## config.mk

```make
export PLATFORM = sky130hd
export DESIGN_NAME = range_sample_set_statistics_flat
export DESIGN_NICKNAME = d
export VERILOG_FILES = /design/src/rtl/core/rsss_pkg.sv /design/src/rtl/core/rsss_in_if.sv /design/src/rtl/core/rsss_out_if.sv /design/src/rtl/core/rsss_serdiv.sv /design/src/rtl/core/range_sample_set_statistics.sv /design/src/flat_wrapper.sv
export SDC_FILE = /design/constraint.sdc
export NUM_CORES = 1
export LEC_CHECK = 0
export BUFFER_PORTS_ARGS = -buffer_cell sky130_fd_sc_hd__buf_2
export CORE_MARGIN = 1
export CORE_UTILIZATION = 60
export DETAILED_ROUTE_END_ITERATION = 6
export GPL_TIMING_DRIVEN = 0
export PLACE_DENSITY = 0.77
export SLEW_MARGIN = 20
export SYNTH_ARGS = -nofsm -noshare
export SYNTH_HDL_FRONTEND = slang
export SYNTH_HIERARCHICAL = 1
export SYNTH_SLANG_ARGS = --single-unit
```

## constraint.sdc

```tcl
create_clock -name clk_i -period 8.56 [get_ports clk_i]
set_clock_uncertainty 0.15 [all_clocks]
set_input_delay 1.712 -clock clk_i [delete_from_list [all_inputs] [get_ports clk_i]]
set_output_delay 1.712 -clock clk_i [all_outputs]
set_load 0.01 [all_outputs]
```

## src/rtl/core/rsss_pkg.sv

```systemverilog
package rsss_pkg;

  // Field widths
  localparam int RANGE_W  = 8;
  localparam int STATUS_W = 4;
  localparam int MEAN_W   = 16;
  localparam int SD_W     = 15;
  localparam int ERR_W    = 4;
  localparam int SLOT_W   = 8;
  localparam int COUNT_W  = 8;

  // Datapath widths
  localparam int SUM_W      = 16;
  localparam int SUMSQ_W    = 24;
  localparam int PROD_W     = 32;
  localparam int NN_W       = 16;
  localparam int MEAN_FRAC  = 8;
  localparam int VAR_FRAC   = 16;
  localparam int ROOT_W     = 16;
  localparam int ROOT_REM_W = ROOT_W + 1;
  localparam int STEP_CNT_W = 4;

  localparam int SLOT_COUNT_DEF = 200;
  localparam logic [COUNT_W-1:0] SAMPLE_COUNT_RST = 8'd20;

  // Sensor status codes
  localparam logic [STATUS_W-1:0] STAT_VALID     = 4'd0;
  localparam logic [STATUS_W-1:0] STAT_SYS_FIRST = 4'd1;
  localparam logic [STATUS_W-1:0] STAT_SYS_LAST  = 4'd5;
  localparam logic [STATUS_W-1:0] STAT_ECE       = 4'd6;
  localparam logic [STATUS_W-1:0] STAT_NOCONV    = 4'd7;
  localparam logic [STATUS_W-1:0] STAT_IGNORE    = 4'd8;
  localparam logic [STATUS_W-1:0] STAT_SNR       = 4'd11;
  localparam logic [STATUS_W-1:0] STAT_RAW_UFL   = 4'd12;
  localparam logic [STATUS_W-1:0] STAT_RAW_OFL   = 4'd13;
  localparam logic [STATUS_W-1:0] STAT_RNG_UFL   = 4'd14;
  localparam logic [STATUS_W-1:0] STAT_RNG_OFL   = 4'd15;

  // Error kinds reported with a set
  localparam logic [ERR_W-1:0] ERR_NONE    = 4'd0;
  localparam logic [ERR_W-1:0] ERR_SYSTEM  = 4'd1;
  localparam logic [ERR_W-1:0] ERR_ECE     = 4'd2;
  localparam logic [ERR_W-1:0] ERR_NOCONV  = 4'd3;
  localparam logic [ERR_W-1:0] ERR_IGNORE  = 4'd4;
  localparam logic [ERR_W-1:0] ERR_SNR     = 4'd5;
  localparam logic [ERR_W-1:0] ERR_RAW_UFL = 4'd6;
  localparam logic [ERR_W-1:0] ERR_RAW_OFL = 4'd7;
  localparam logic [ERR_W-1:0] ERR_RNG_UFL = 4'd8;
  localparam logic [ERR_W-1:0] ERR_RNG_OFL = 4'd9;

  typedef enum logic [2:0] {
    ST_IDLE,
    ST_SQ,
    ST_MUL,
    ST_DIFF,
    ST_DIV,
    ST_SQRT,
    ST_DONE
  } rsss_state_e;

  // Map a sensor status to an error kind; valid and unassigned codes keep prev.
  function automatic logic [ERR_W-1:0] error_of_status(input logic [STATUS_W-1:0] st,
                                                       input logic [ERR_W-1:0]    prev);
    logic [ERR_W-1:0] e;
    e = prev;
    if (st >= STAT_SYS_FIRST && st <= STAT_SYS_LAST) begin
      e = ERR_SYSTEM;
    end else begin
      case (st)
        STAT_ECE:     e = ERR_ECE;
        STAT_NOCONV:  e = ERR_NOCONV;
        STAT_IGNORE:  e = ERR_IGNORE;
        STAT_SNR:     e = ERR_SNR;
        STAT_RAW_UFL: e = ERR_RAW_UFL;
        STAT_RAW_OFL: e = ERR_RAW_OFL;
        STAT_RNG_UFL: e = ERR_RNG_UFL;
        STAT_RNG_OFL: e = ERR_RNG_OFL;
        default:      e = prev;
      endcase
    end
    return e;
  endfunction

endpackage

```

## src/rtl/core/rsss_in_if.sv

```systemverilog
interface rsss_in_if import rsss_pkg::*; ();
  logic                valid;
  logic                ready;
  logic [RANGE_W-1:0]  range_mm;
  logic [STATUS_W-1:0] range_status;

  modport source (output valid, output range_mm, output range_status, input ready);
  modport sink   (input valid, input range_mm, input range_status, output ready);
endinterface

```

## src/rtl/core/rsss_out_if.sv

```systemverilog
interface rsss_out_if import rsss_pkg::*; ();
  logic              valid;
  logic              ready;
  logic [MEAN_W-1:0] mean_q8;
  logic [SD_W-1:0]   std_dev_q8;
  logic [ERR_W-1:0]  error_kind;
  logic [SLOT_W-1:0] slot_index;

  modport source (output valid, output mean_q8, output std_dev_q8, output error_kind,
                  output slot_index, input ready);
  modport sink   (input valid, input mean_q8, input std_dev_q8, input error_kind,
                  input slot_index, output ready);
endinterface

```

## src/rtl/core/rsss_serdiv.sv

```systemverilog
// Restoring divider, one quotient bit per cycle.
module rsss_serdiv import rsss_pkg::*; #(
  parameter int NUM_W = 24,
  parameter int DEN_W = 8
) (
  input  logic             clk_i,
  input  logic             rst_ni,
  input  logic             start_i,
  input  logic [NUM_W-1:0] dividend_i,
  input  logic [DEN_W-1:0] divisor_i,
  output logic             busy_o,
  output logic [NUM_W-1:0] quotient_o
);

  localparam int CNT_W = (NUM_W > 1) ? $clog2(NUM_W) : 1;

  logic             busy_q, busy_d;
  logic [CNT_W-1:0] cnt_q, cnt_d;
  logic [NUM_W-1:0] num_q, num_d;
  logic [DEN_W-1:0] rem_q, rem_d;
  logic [DEN_W-1:0] den_q, den_d;
  logic [DEN_W:0]   trial;
  logic             fits;

  assign trial = {rem_q, num_q[NUM_W-1]};
  assign fits  = trial >= {1'b0, den_q};

  always_comb begin
    busy_d = busy_q;
    cnt_d  = cnt_q;
    num_d  = num_q;
    rem_d  = rem_q;
    den_d  = den_q;
    if (start_i) begin
      busy_d = 1'b1;
      cnt_d  = '0;
      num_d  = dividend_i;
      rem_d  = '0;
      den_d  = divisor_i;
    end else if (busy_q) begin
      num_d = {num_q[NUM_W-2:0], fits};
      rem_d = fits ? DEN_W'(trial - {1'b0, den_q}) : trial[DEN_W-1:0];
      cnt_d = cnt_q + 1'b1;
      if (cnt_q == CNT_W'(NUM_W - 1)) begin
        busy_d = 1'b0;
      end
    end
  end

  always_ff @(posedge clk_i or negedge rst_ni) begin
    if (!rst_ni) begin
      busy_q <= 1'b0;
      cnt_q  <= '0;
    end else begin
      busy_q <= busy_d;
      cnt_q  <= cnt_d;
    end
  end

  always_ff @(posedge clk_i) begin
    num_q <= num_d;
    rem_q <= rem_d;
    den_q <= den_d;
  end

  assign busy_o     = busy_q;
  assign quotient_o = num_q;

endmodule

```

## src/rtl/core/range_sample_set_statistics.sv

```systemverilog
// Range sample set statistics.
// sample_i carries one word per range reading (range_mm, range_status);
// result_o carries one word per closed set (mean_q8, std_dev_q8,
// error_kind, slot_index). Both channels complete on valid && ready.
// cfg_we_i / cfg_wdata_i write the set size; write it only while idle.
// A sample that does not close its set passes through the bit-serial
// squarer, then ready rises again.
// The closing sample passes, from acceptance to result_o.valid, through
// the bit-serial squarer, the serial products n*sumsq, sum*sum and n*n,
// a step to form the variance numerator, the 48-bit restoring divide
// (the mean divide runs alongside it), the square root at two input
// bits per step, and the load of the output register.
// Reset clears the set, the slot index and the output valid, and sets
// the set size to 20. The result sits in an output register: a stalled
// receiver does not stop the next set from filling; only a second result
// finishing while the first is still held waits in the done state.
module range_sample_set_statistics import rsss_pkg::*; #(
  parameter int SLOT_COUNT = SLOT_COUNT_DEF
) (
  input  logic               clk_i,
  input  logic               rst_ni,
  input  logic               cfg_we_i,
  input  logic [COUNT_W-1:0] cfg_wdata_i,
  rsss_in_if.sink            sample_i,
  rsss_out_if.source         result_o
);

  localparam int MNUM_W = SUM_W + MEAN_FRAC;
  localparam int VNUM_W = PROD_W + VAR_FRAC;

  rsss_state_e state_q, state_d;
  logic [STEP_CNT_W-1:0] cnt_q, cnt_d;

  // Set state
  logic [COUNT_W-1:0] sample_count_q, sample_count_d;
  logic [COUNT_W-1:0] taken_q, taken_d;
  logic [SUM_W-1:0]   sum_q, sum_d;
  logic [SUMSQ_W-1:0] sumsq_q, sumsq_d;
  logic [ERR_W-1:0]   set_err_q, set_err_d;
  logic [SLOT_W-1:0]  slot_q, slot_d;

  // Snapshot of the closing set
  logic               close_q, close_d;
  logic [COUNT_W-1:0] n_q, n_d;
  logic [ERR_W-1:0]   res_err_q, res_err_d;

  // Bit-serial squarer
  logic [2*RANGE_W-1:0] sq_mcand_q, sq_mcand_d;
  logic [RANGE_W-1:0]   sq_mplier_q, sq_mplier_d;

  // Bit-serial products
  logic [PROD_W-1:0]  a_acc_q, a_acc_d, a_mcand_q, a_mcand_d;
  logic [COUNT_W-1:0] n_mplier_q, n_mplier_d;
  logic [PROD_W-1:0]  b_acc_q, b_acc_d, b_mcand_q, b_mcand_d;
  logic [SUM_W-1:0]   b_mplier_q, b_mplier_d;
  logic [NN_W-1:0]    nn_acc_q, nn_acc_d, nn_mcand_q, nn_mcand_d;

  // Square root
  logic [PROD_W-1:0]     src_q, src_d;
  logic [ROOT_REM_W-1:0] srem_q, srem_d;
  logic [ROOT_W-1:0]     root_q, root_d;
  logic [ROOT_REM_W+1:0] rt_trial, rt_sub;

  // Output register
  logic              out_valid_q, out_valid_d;
  logic [MEAN_W-1:0] out_mean_q, out_mean_d;
  logic [SD_W-1:0]   out_sd_q, out_sd_d;
  logic [ERR_W-1:0]  out_err_q, out_err_d;
  logic [SLOT_W-1:0] out_slot_q, out_slot_d;

  // Input side
  logic               in_acc;
  logic [RANGE_W-1:0] val;
  logic [ERR_W-1:0]   err_nx;
  logic [COUNT_W-1:0] n_nx, target;
  logic [SLOT_W:0]    slot_inc;
  logic [SLOT_W-1:0]  slot_nx;
  logic [PROD_W-1:0]  diff;

  // Dividers
  logic              div_start;
  logic              mean_busy, var_busy;
  logic [MNUM_W-1:0] mean_quot;
  logic [VNUM_W-1:0] var_quot;

  assign sample_i.ready = (state_q == ST_IDLE);
  assign in_acc = sample_i.valid && sample_i.ready;

  assign val    = (sample_i.range_status == STAT_VALID) ? sample_i.range_mm : '0;
  assign err_nx = (sample_i.range_status == STAT_VALID) ? set_err_q
                : error_of_status(sample_i.range_status, set_err_q);
  assign n_nx   = taken_q + 1'b1;
  assign target = (sample_count_q == '0) ? COUNT_W'(1) : sample_count_q;

  // Advance the slot and wrap it at the slot count
  assign slot_inc = {1'b0, slot_q} + 1'b1;
  assign slot_nx  = (slot_inc >= (SLOT_W + 1)'(SLOT_COUNT)) ? '0 : slot_inc[SLOT_W-1:0];

  // n*sumsq never falls below sum^2; clamp anyway
  assign diff = (a_acc_q > b_acc_q) ? (a_acc_q - b_acc_q) : '0;

  // One root digit: bring in two bits, try (root << 2) | 1
  assign rt_trial = {srem_q, src_q[PROD_W-1 -: 2]};
  assign rt_sub   = {1'b0, root_q, 2'b01};

  assign div_start = (state_q == ST_DIFF);

  rsss_serdiv #(
    .NUM_W(MNUM_W),
    .DEN_W(COUNT_W)
  ) u_mean_div (
    .clk_i     (clk_i),
    .rst_ni    (rst_ni),
    .start_i   (div_start),
    .dividend_i({sum_q, MEAN_FRAC'(0)}),
    .divisor_i (n_q),
    .busy_o    (mean_busy),
    .quotient_o(mean_quot)
  );

  rsss_serdiv #(
    .NUM_W(VNUM_W),
    .DEN_W(NN_W)
  ) u_var_div (
    .clk_i     (clk_i),
    .rst_ni    (rst_ni),
    .start_i   (div_start),
    .dividend_i({diff, VAR_FRAC'(0)}),
    .divisor_i (nn_acc_q),
    .busy_o    (var_busy),
    .quotient_o(var_quot)
  );

  always_comb begin
    state_d        = state_q;
    cnt_d          = cnt_q;
    sample_count_d = sample_count_q;
    taken_d        = taken_q;
    sum_d          = sum_q;
    sumsq_d        = sumsq_q;
    set_err_d      = set_err_q;
    slot_d         = slot_q;
    close_d        = close_q;
    n_d            = n_q;
    res_err_d      = res_err_q;
    sq_mcand_d     = sq_mcand_q;
    sq_mplier_d    = sq_mplier_q;
    a_acc_d        = a_acc_q;
    a_mcand_d      = a_mcand_q;
    n_mplier_d     = n_mplier_q;
    b_acc_d        = b_acc_q;
    b_mcand_d      = b_mcand_q;
    b_mplier_d     = b_mplier_q;
    nn_acc_d       = nn_acc_q;
    nn_mcand_d     = nn_mcand_q;
    src_d          = src_q;
    srem_d         = srem_q;
    root_d         = root_q;
    out_valid_d    = out_valid_q;
    out_mean_d     = out_mean_q;
    out_sd_d       = out_sd_q;
    out_err_d      = out_err_q;
    out_slot_d     = out_slot_q;

    if (cfg_we_i) begin
      sample_count_d = cfg_wdata_i;
    end

    // Drop the held word once taken
    if (out_valid_q && result_o.ready) begin
      out_valid_d = 1'b0;
    end

    case (state_q)
      ST_IDLE: begin
        if (in_acc) begin
          sum_d       = sum_q + SUM_W'(val);
          taken_d     = n_nx;
          set_err_d   = err_nx;
          n_d         = n_nx;
          res_err_d   = err_nx;
          close_d     = (n_nx >= target);
          sq_mcand_d  = (2*RANGE_W)'(val);
          sq_mplier_d = val;
          cnt_d       = '0;
          state_d     = ST_SQ;
        end
      end

      ST_SQ: begin
        if (sq_mplier_q[0]) begin
          sumsq_d = sumsq_q + SUMSQ_W'(sq_mcand_q);
        end
        sq_mcand_d  = {sq_mcand_q[2*RANGE_W-2:0], 1'b0};
        sq_mplier_d = {1'b0, sq_mplier_q[RANGE_W-1:1]};
        cnt_d       = cnt_q + 1'b1;
        if (cnt_q == STEP_CNT_W'(RANGE_W - 1)) begin
          cnt_d = '0;
          if (close_q) begin
            a_acc_d    = '0;
            a_mcand_d  = PROD_W'(sumsq_d);
            n_mplier_d = n_q;
            b_acc_d    = '0;
            b_mcand_d  = PROD_W'(sum_q);
            b_mplier_d = sum_q;
            nn_acc_d   = '0;
            nn_mcand_d = NN_W'(n_q);
            state_d    = ST_MUL;
          end else begin
            state_d = ST_IDLE;
          end
        end
      end

      ST_MUL: begin
        if (n_mplier_q[0]) begin
          a_acc_d  = a_acc_q + a_mcand_q;
          nn_acc_d = nn_acc_q + nn_mcand_q;
        end
        if (b_mplier_q[0]) begin
          b_acc_d = b_acc_q + b_mcand_q;
        end
        a_mcand_d  = {a_mcand_q[PROD_W-2:0], 1'b0};
        nn_mcand_d = {nn_mcand_q[NN_W-2:0], 1'b0};
        b_mcand_d  = {b_mcand_q[PROD_W-2:0], 1'b0};
        n_mplier_d = {1'b0, n_mplier_q[COUNT_W-1:1]};
        b_mplier_d = {1'b0, b_mplier_q[SUM_W-1:1]};
        cnt_d      = cnt_q + 1'b1;
        if (cnt_q == STEP_CNT_W'(SUM_W - 1)) begin
          state_d = ST_DIFF;
        end
      end

      ST_DIFF: begin
        // Dividers take their operands now; clear the set for the next one
        taken_d   = '0;
        sum_d     = '0;
        sumsq_d   = '0;
        set_err_d = ERR_NONE;
        state_d   = ST_DIV;
      end

      ST_DIV: begin
        if (!mean_busy && !var_busy) begin
          src_d   = var_quot[PROD_W-1:0];
          srem_d  = '0;
          root_d  = '0;
          cnt_d   = '0;
          state_d = ST_SQRT;
        end
      end

      ST_SQRT: begin
        if (rt_trial >= rt_sub) begin
          srem_d = ROOT_REM_W'(rt_trial - rt_sub);
          root_d = {root_q[ROOT_W-2:0], 1'b1};
        end else begin
          srem_d = rt_trial[ROOT_REM_W-1:0];
          root_d = {root_q[ROOT_W-2:0], 1'b0};
        end
        src_d = {src_q[PROD_W-3:0], 2'b00};
        cnt_d = cnt_q + 1'b1;
        if (cnt_q == STEP_CNT_W'(ROOT_W - 1)) begin
          state_d = ST_DONE;
        end
      end

      ST_DONE: begin
        // Hold until the output register is free
        if (!out_valid_q || result_o.ready) begin
          out_valid_d = 1'b1;
          out_mean_d  = mean_quot[MEAN_W-1:0];
          out_sd_d    = root_q[SD_W-1:0];
          out_err_d   = res_err_q;
          out_slot_d  = slot_nx;
          slot_d      = slot_nx;
          state_d     = ST_IDLE;
        end
      end

      default: begin
        state_d = ST_IDLE;
      end
    endcase
  end

  always_ff @(posedge clk_i or negedge rst_ni) begin
    if (!rst_ni) begin
      state_q        <= ST_IDLE;
      cnt_q          <= '0;
      sample_count_q <= SAMPLE_COUNT_RST;
      taken_q        <= '0;
      sum_q          <= '0;
      sumsq_q        <= '0;
      set_err_q      <= ERR_NONE;
      slot_q         <= '0;
      close_q        <= 1'b0;
      out_valid_q    <= 1'b0;
    end else begin
      state_q        <= state_d;
      cnt_q          <= cnt_d;
      sample_count_q <= sample_count_d;
      taken_q        <= taken_d;
      sum_q          <= sum_d;
      sumsq_q        <= sumsq_d;
      set_err_q      <= set_err_d;
      slot_q         <= slot_d;
      close_q        <= close_d;
      out_valid_q    <= out_valid_d;
    end
  end

  always_ff @(posedge clk_i) begin
    n_q         <= n_d;
    res_err_q   <= res_err_d;
    sq_mcand_q  <= sq_mcand_d;
    sq_mplier_q <= sq_mplier_d;
    a_acc_q     <= a_acc_d;
    a_mcand_q   <= a_mcand_d;
    n_mplier_q  <= n_mplier_d;
    b_acc_q     <= b_acc_d;
    b_mcand_q   <= b_mcand_d;
    b_mplier_q  <= b_mplier_d;
    nn_acc_q    <= nn_acc_d;
    nn_mcand_q  <= nn_mcand_d;
    src_q       <= src_d;
    srem_q      <= srem_d;
    root_q      <= root_d;
    out_mean_q  <= out_mean_d;
    out_sd_q    <= out_sd_d;
    out_err_q   <= out_err_d;
    out_slot_q  <= out_slot_d;
  end

  assign result_o.valid      = out_valid_q;
  assign result_o.mean_q8    = out_mean_q;
  assign result_o.std_dev_q8 = out_sd_q;
  assign result_o.error_kind = out_err_q;
  assign result_o.slot_index = out_slot_q;

endmodule

```

## src/flat_wrapper.sv

```systemverilog
// flat-port wrapper written by rule: the top's interface ports become plain ports
module range_sample_set_statistics_flat import rsss_pkg::*;
#(
  parameter int SLOT_COUNT = SLOT_COUNT_DEF
)
  (clk_i, rst_ni, cfg_we_i, cfg_wdata_i, sample_i_valid, sample_i_range_mm, sample_i_range_status, sample_i_ready, result_o_valid, result_o_mean_q8, result_o_std_dev_q8, result_o_error_kind, result_o_slot_index, result_o_ready);
  rsss_in_if sample_i_i ();
  rsss_out_if result_o_i ();
  input  logic clk_i;
  input  logic rst_ni;
  input  logic cfg_we_i;
  input  logic [COUNT_W-1:0] cfg_wdata_i;
  input wire logic [$bits(sample_i_i.valid)-1:0] sample_i_valid;
  input wire logic [$bits(sample_i_i.range_mm)-1:0] sample_i_range_mm;
  input wire logic [$bits(sample_i_i.range_status)-1:0] sample_i_range_status;
  output wire logic [$bits(sample_i_i.ready)-1:0] sample_i_ready;
  output wire logic [$bits(result_o_i.valid)-1:0] result_o_valid;
  output wire logic [$bits(result_o_i.mean_q8)-1:0] result_o_mean_q8;
  output wire logic [$bits(result_o_i.std_dev_q8)-1:0] result_o_std_dev_q8;
  output wire logic [$bits(result_o_i.error_kind)-1:0] result_o_error_kind;
  output wire logic [$bits(result_o_i.slot_index)-1:0] result_o_slot_index;
  input wire logic [$bits(result_o_i.ready)-1:0] result_o_ready;
  assign sample_i_i.valid = sample_i_valid;
  assign sample_i_i.range_mm = sample_i_range_mm;
  assign sample_i_i.range_status = sample_i_range_status;
  assign sample_i_ready = sample_i_i.ready;
  assign result_o_valid = result_o_i.valid;
  assign result_o_mean_q8 = result_o_i.mean_q8;
  assign result_o_std_dev_q8 = result_o_i.std_dev_q8;
  assign result_o_error_kind = result_o_i.error_kind;
  assign result_o_slot_index = result_o_i.slot_index;
  assign result_o_i.ready = result_o_ready;
  range_sample_set_statistics #(.SLOT_COUNT(SLOT_COUNT)) u_core (.clk_i(clk_i), .rst_ni(rst_ni), .cfg_we_i(cfg_we_i), .cfg_wdata_i(cfg_wdata_i), .sample_i(sample_i_i), .result_o(result_o_i));
endmodule
```

==> results.yml <==
timing:
  max_freq_mhz: 198.0
  slew_viol_final: 0
  worst_pin_slew_ns: 1.050
  tns_ns: 0
  hold_ws_ns: 0.2689
  finalCritPeriodShare: 0.5899
  finalCriticalPeriod_ns: 5.049
  final-hold-violation-count: 0
  setup_viol: 0
  relSlewSlack: 0.3003
  rsz0062_at_grt: "false"
synthesis:
  ys_types: 94
  ys.flop_type: "edfxtp_1"
  synth_edf_count: 424
  async_flop_share: 0.1673
  ys_seq_area_frac: 0.5030
  synthCells: 2979
  synth-seq-cells: 538
  synth_top_area_cell: "edfxtp_1"
  synth_top_area_frac: 0.4140
  avgSynthCellArea_um2: 10.32
  synthesis.area_um2: 30750
  yosysWarnings: 6
  yosys-top-cells-area: "edfxtp_1 41%, ha_1 7.6%, dfrtp_1 7.2%, nand2_1 5.2%, nor2_1 3.3%"
route:
  first_pass_iters: 6
  wl_per_cell_um: 18.52
  post-route-drc-count: 0
  drt_iter0_markers: 1788
  antenna_left: 0
  totalWireLength_um: 71480
  vias: 23050
  vias_per_cell: 5.971
clocking:
  cts_setup_buffers: 0
  clkTransAtPathRegs_ns: 0.06
  cts_max_path_buffers: 3
  cts_sinks: 538
  clockRootBuffer: "clkbuf_16"
  cts_made_buffers: 55
  htreeDepth: 2
  post_cts_resized: 0
  cts_tree: "yes"
  insertion_delay_ns: 0.63
  postCtsHoldBufs: 0
finish:
  synthToLayoutAreaGrowth_pct: 11.21
  postLayoutCellArea_um2: 34200
  drive_gt1_frac: 0.1016
  fin_nets: 3363
  n_antenna_cell: 0
  fill_cells: 3842
  ff_latch_area_um2: 15470
  multi_input_area_um2: 14350
die:
  start_util: 0.6105
  die_area_um2: 52160
  chipWidth_um: 228.4
  core_um2: 50380
  io_pins: 70
  die_h_um: 228.4
  rows: 82
setup_path:
  critPathKind: "input port to flop"
  worstPathMaxFanout: 9
  end_kind: "flop"
  worst_path_max_delay_cell: "nor4_2"
  crit_required_ns: 8.89
  crit_chain: "clkbuf_1, nor4_2, and2_1, ha_1, inv_1, fa_1, nor2b_1, o21ai_0, a21boi_0, o21ai_0, a21boi_0, o21ai_0, a211oi_1, xnor2_1, nor2_1"
  cp_top_family: "compound AO/OA/AOI/OAI gates"
  crit_buf_inv: 2
  critPathArrivalTime_ns: 5.38
  slowest_delay_ns: 0.83
  path_common_cell: "o21ai_0"
  crit_path_start_kind: "input port"
run_status:
  outcome: "finished, final reports clean"
place:
  place_hpwl_um: 53460
  dpl_cell_area_um2: 32340
  portBuffers: 67
  gp_congestion: 0.9093
power:
  comb_power_share: 0.430
  peakVddDrop_mv: 0.2254
  p_int_mw: 7.450
  power.leakage_nw: 14.21
  switching_share: 0.3852
  p_sw_mw: 4.668
  power_density_nw_per_um2: 354.3
  pwr-share-seq: 0.367
  clockPowerShare: 0.203
run:
  max_cap_violations: 0
global_route:
  grt_pass1_wl_um: 116100
  grt_max_degree: 74
  track_usage: 0.2745
  overflow: 0
  antenna_found_initial: 0
  grt_pass1_vias: 22890
worst_hold_path:
  hp-class: "flop to flop"
## worst paths after layout
| path | startpoint | to | slack (ns) | cells past startpoint |
|---|---|---|---|---|
| hold / removal | u_core/res_err_q[3]$_DFFE_PP_ | u_core/result_o.error_kind[3]$_DFFE_PP_ | 0.27 | 0 |
| hold reg to reg | u_core/res_err_q[3]$_DFFE_PP_ | u_core/result_o.error_kind[3]$_DFFE_PP_ | 0.27 | 0 |
| setup reg to reg | u_core/b_acc_q[0]$_SDFFCE_PN0P_ | u_core/u_var_div/quotient_o[18]$_DFFE_PP_ | 4.64 | 13 |
| max in group asynchronous | rst_ni | u_core/u_var_div/cnt_q[2]$_DFFE_PN0P_ | 6.79 | 2 |
| min in group asynchronous | rst_ni | u_core/sumsq_q[9]$_DFFE_PN0P_ | 0.77 | 1 |
| setup / recovery | sample_i_range_status[0] | u_core/sum_q[10]$_DFFE_PN0P_ | 3.51 | 15 |
## metrics by stage
stage,std cells,power (mW),util,setup WS [ns]
floorplan,3002,8.217,-,2.149
global placement,3741,9.315,0.6355,-0.5915
detailed placement,3757,9.601,0.6421,3.011
CTS,3860,12.10,0.6789,3.660
global route,3860,12.88,0.6789,3.218
finish,3860,12.12,0.6789,3.511
## state kept, by name, summed over array words and instances, names as in the netlist, 17 cells and up
register / flops
u_core/src_q: 32
u_core/a_mcand_q: 32
u_core/b_acc_q: 32
u_core/b_mcand_q: 32
u_core/sumsq_q: 24
u_core/u_mean_div/quotient_o: 24
u_core/a_acc_q: 32
u_core/u_var_div/quotient_o: 48
u_core/srem_q: 17
## power by group through the flow
stage / sequential [mW] / combinational (mW) / clock [mW]
finish: 4.44 / 5.22 / 2.46
global route: 4.53 / 5.76 / 2.60
CTS: 4.44 / 5.16 / 2.50
detailed placement: 4.48 / 5.12 / 0
global placement: 4.53 / 4.79 / 0
floorplan: 4.33 / 3.88 / 0
## per-layer routing
metal	track usage	wire [um]	vias to the layer above	share of wire
met2	0.4636	34540	688	0.48
met3	0.03231	3592	149	0.050
li1	-	-	11030	-
met1	0.3606	30990	11180	0.43
met4	0.1116	2358	0	0.033
met5	0	0	-	0
## worst reg2reg max path: cells and delay by family, from the launching register on
kind	cells	cell delay, ns
compound gates	5	1.11
simple gates	4	0.97
fa+ha+maj	2	0.64
flops	1	0.46
mux	1	0.24
buf+inv	1	0.21
## cell families after synthesis
kind of cell | share of synthesized area
adders and majority gates | 0.08170
AOI/OAI and AO/OA | 0.1337
and+or+nand+nor | 0.1616
xor gates and xnor gates | 0.04585
DFF | 0.5030
other | 0.0001219
muxes | 0.03991
buffers and inverters | 0.03410
## synthesized netlist by cell type, types with 27 or more instances
master    count
nor2_1      272
edfxtp_1    424
a21o_1       73
nand3_1      70
a21oi_1     174
inv_1       154
ha_1        188
nor2b_1      45
o21ai_0     131
nand2_1     424
mux2_2       76
and3_1       68
xor2_1       64
o21a_1       27
nand2b_1     27
dfrtp_1      88
xnor2_1      97
clkbuf_1     89
mux2i_1      36
nor3_1       54
## area by class of cell
type                            instances  share of cell area
Buffer                                112             0.01354
Clock buffer                           64             0.04335
Clock inverter                         39             0.01090
Inverter                              156             0.01712
Multi-Input combinational cell       2196              0.4197
Sequential cell                       538              0.4523
Tap cell                              672             0.02458
Timing Repair Buffer                   83             0.01855
## layout by cell type, fill, tap and decap left out, drive strengths merged, types with 9 or more instances in the layout
| cell type | Yosys | layout |
|---|---|---|
| and2 | 24 | 24 |
| o21bai | 26 | 26 |
| nor3 | 54 | 54 |
| a311oi | 13 | 13 |
| a21o | 73 | 73 |
| xor2 | 64 | 64 |
| a21oi | 177 | 177 |
| or3 | 12 | 12 |
| clkbuf | 89 | 153 |
| o21ai | 146 | 146 |
| nor2 | 272 | 272 |
| mux2 | 77 | 77 |
| ha | 188 | 188 |
| inv | 156 | 157 |
| nand2b | 27 | 27 |
| conb | 1 | 24 |
| o21a | 28 | 28 |
| edfxtp | 424 | 424 |
| nor4 | 11 | 11 |
| xnor2 | 97 | 97 |
| o31ai | 27 | 27 |
| nand2 | 426 | 426 |
| dfrtp | 88 | 88 |
| a211oi | 29 | 29 |
| dfxtp | 24 | 24 |
| clkinvlp | 0 | 9 |
| a31oi | 27 | 27 |
| and3 | 68 | 68 |
| buf | 23 | 106 |
| mux2i | 36 | 36 |
| nand3 | 70 | 70 |
| nand4 | 26 | 26 |
| nor2b | 45 | 45 |
| clkinv | 0 | 23 |
| nor3b | 15 | 15 |
No activity file was read; power rests on OpenSTA's default activity.
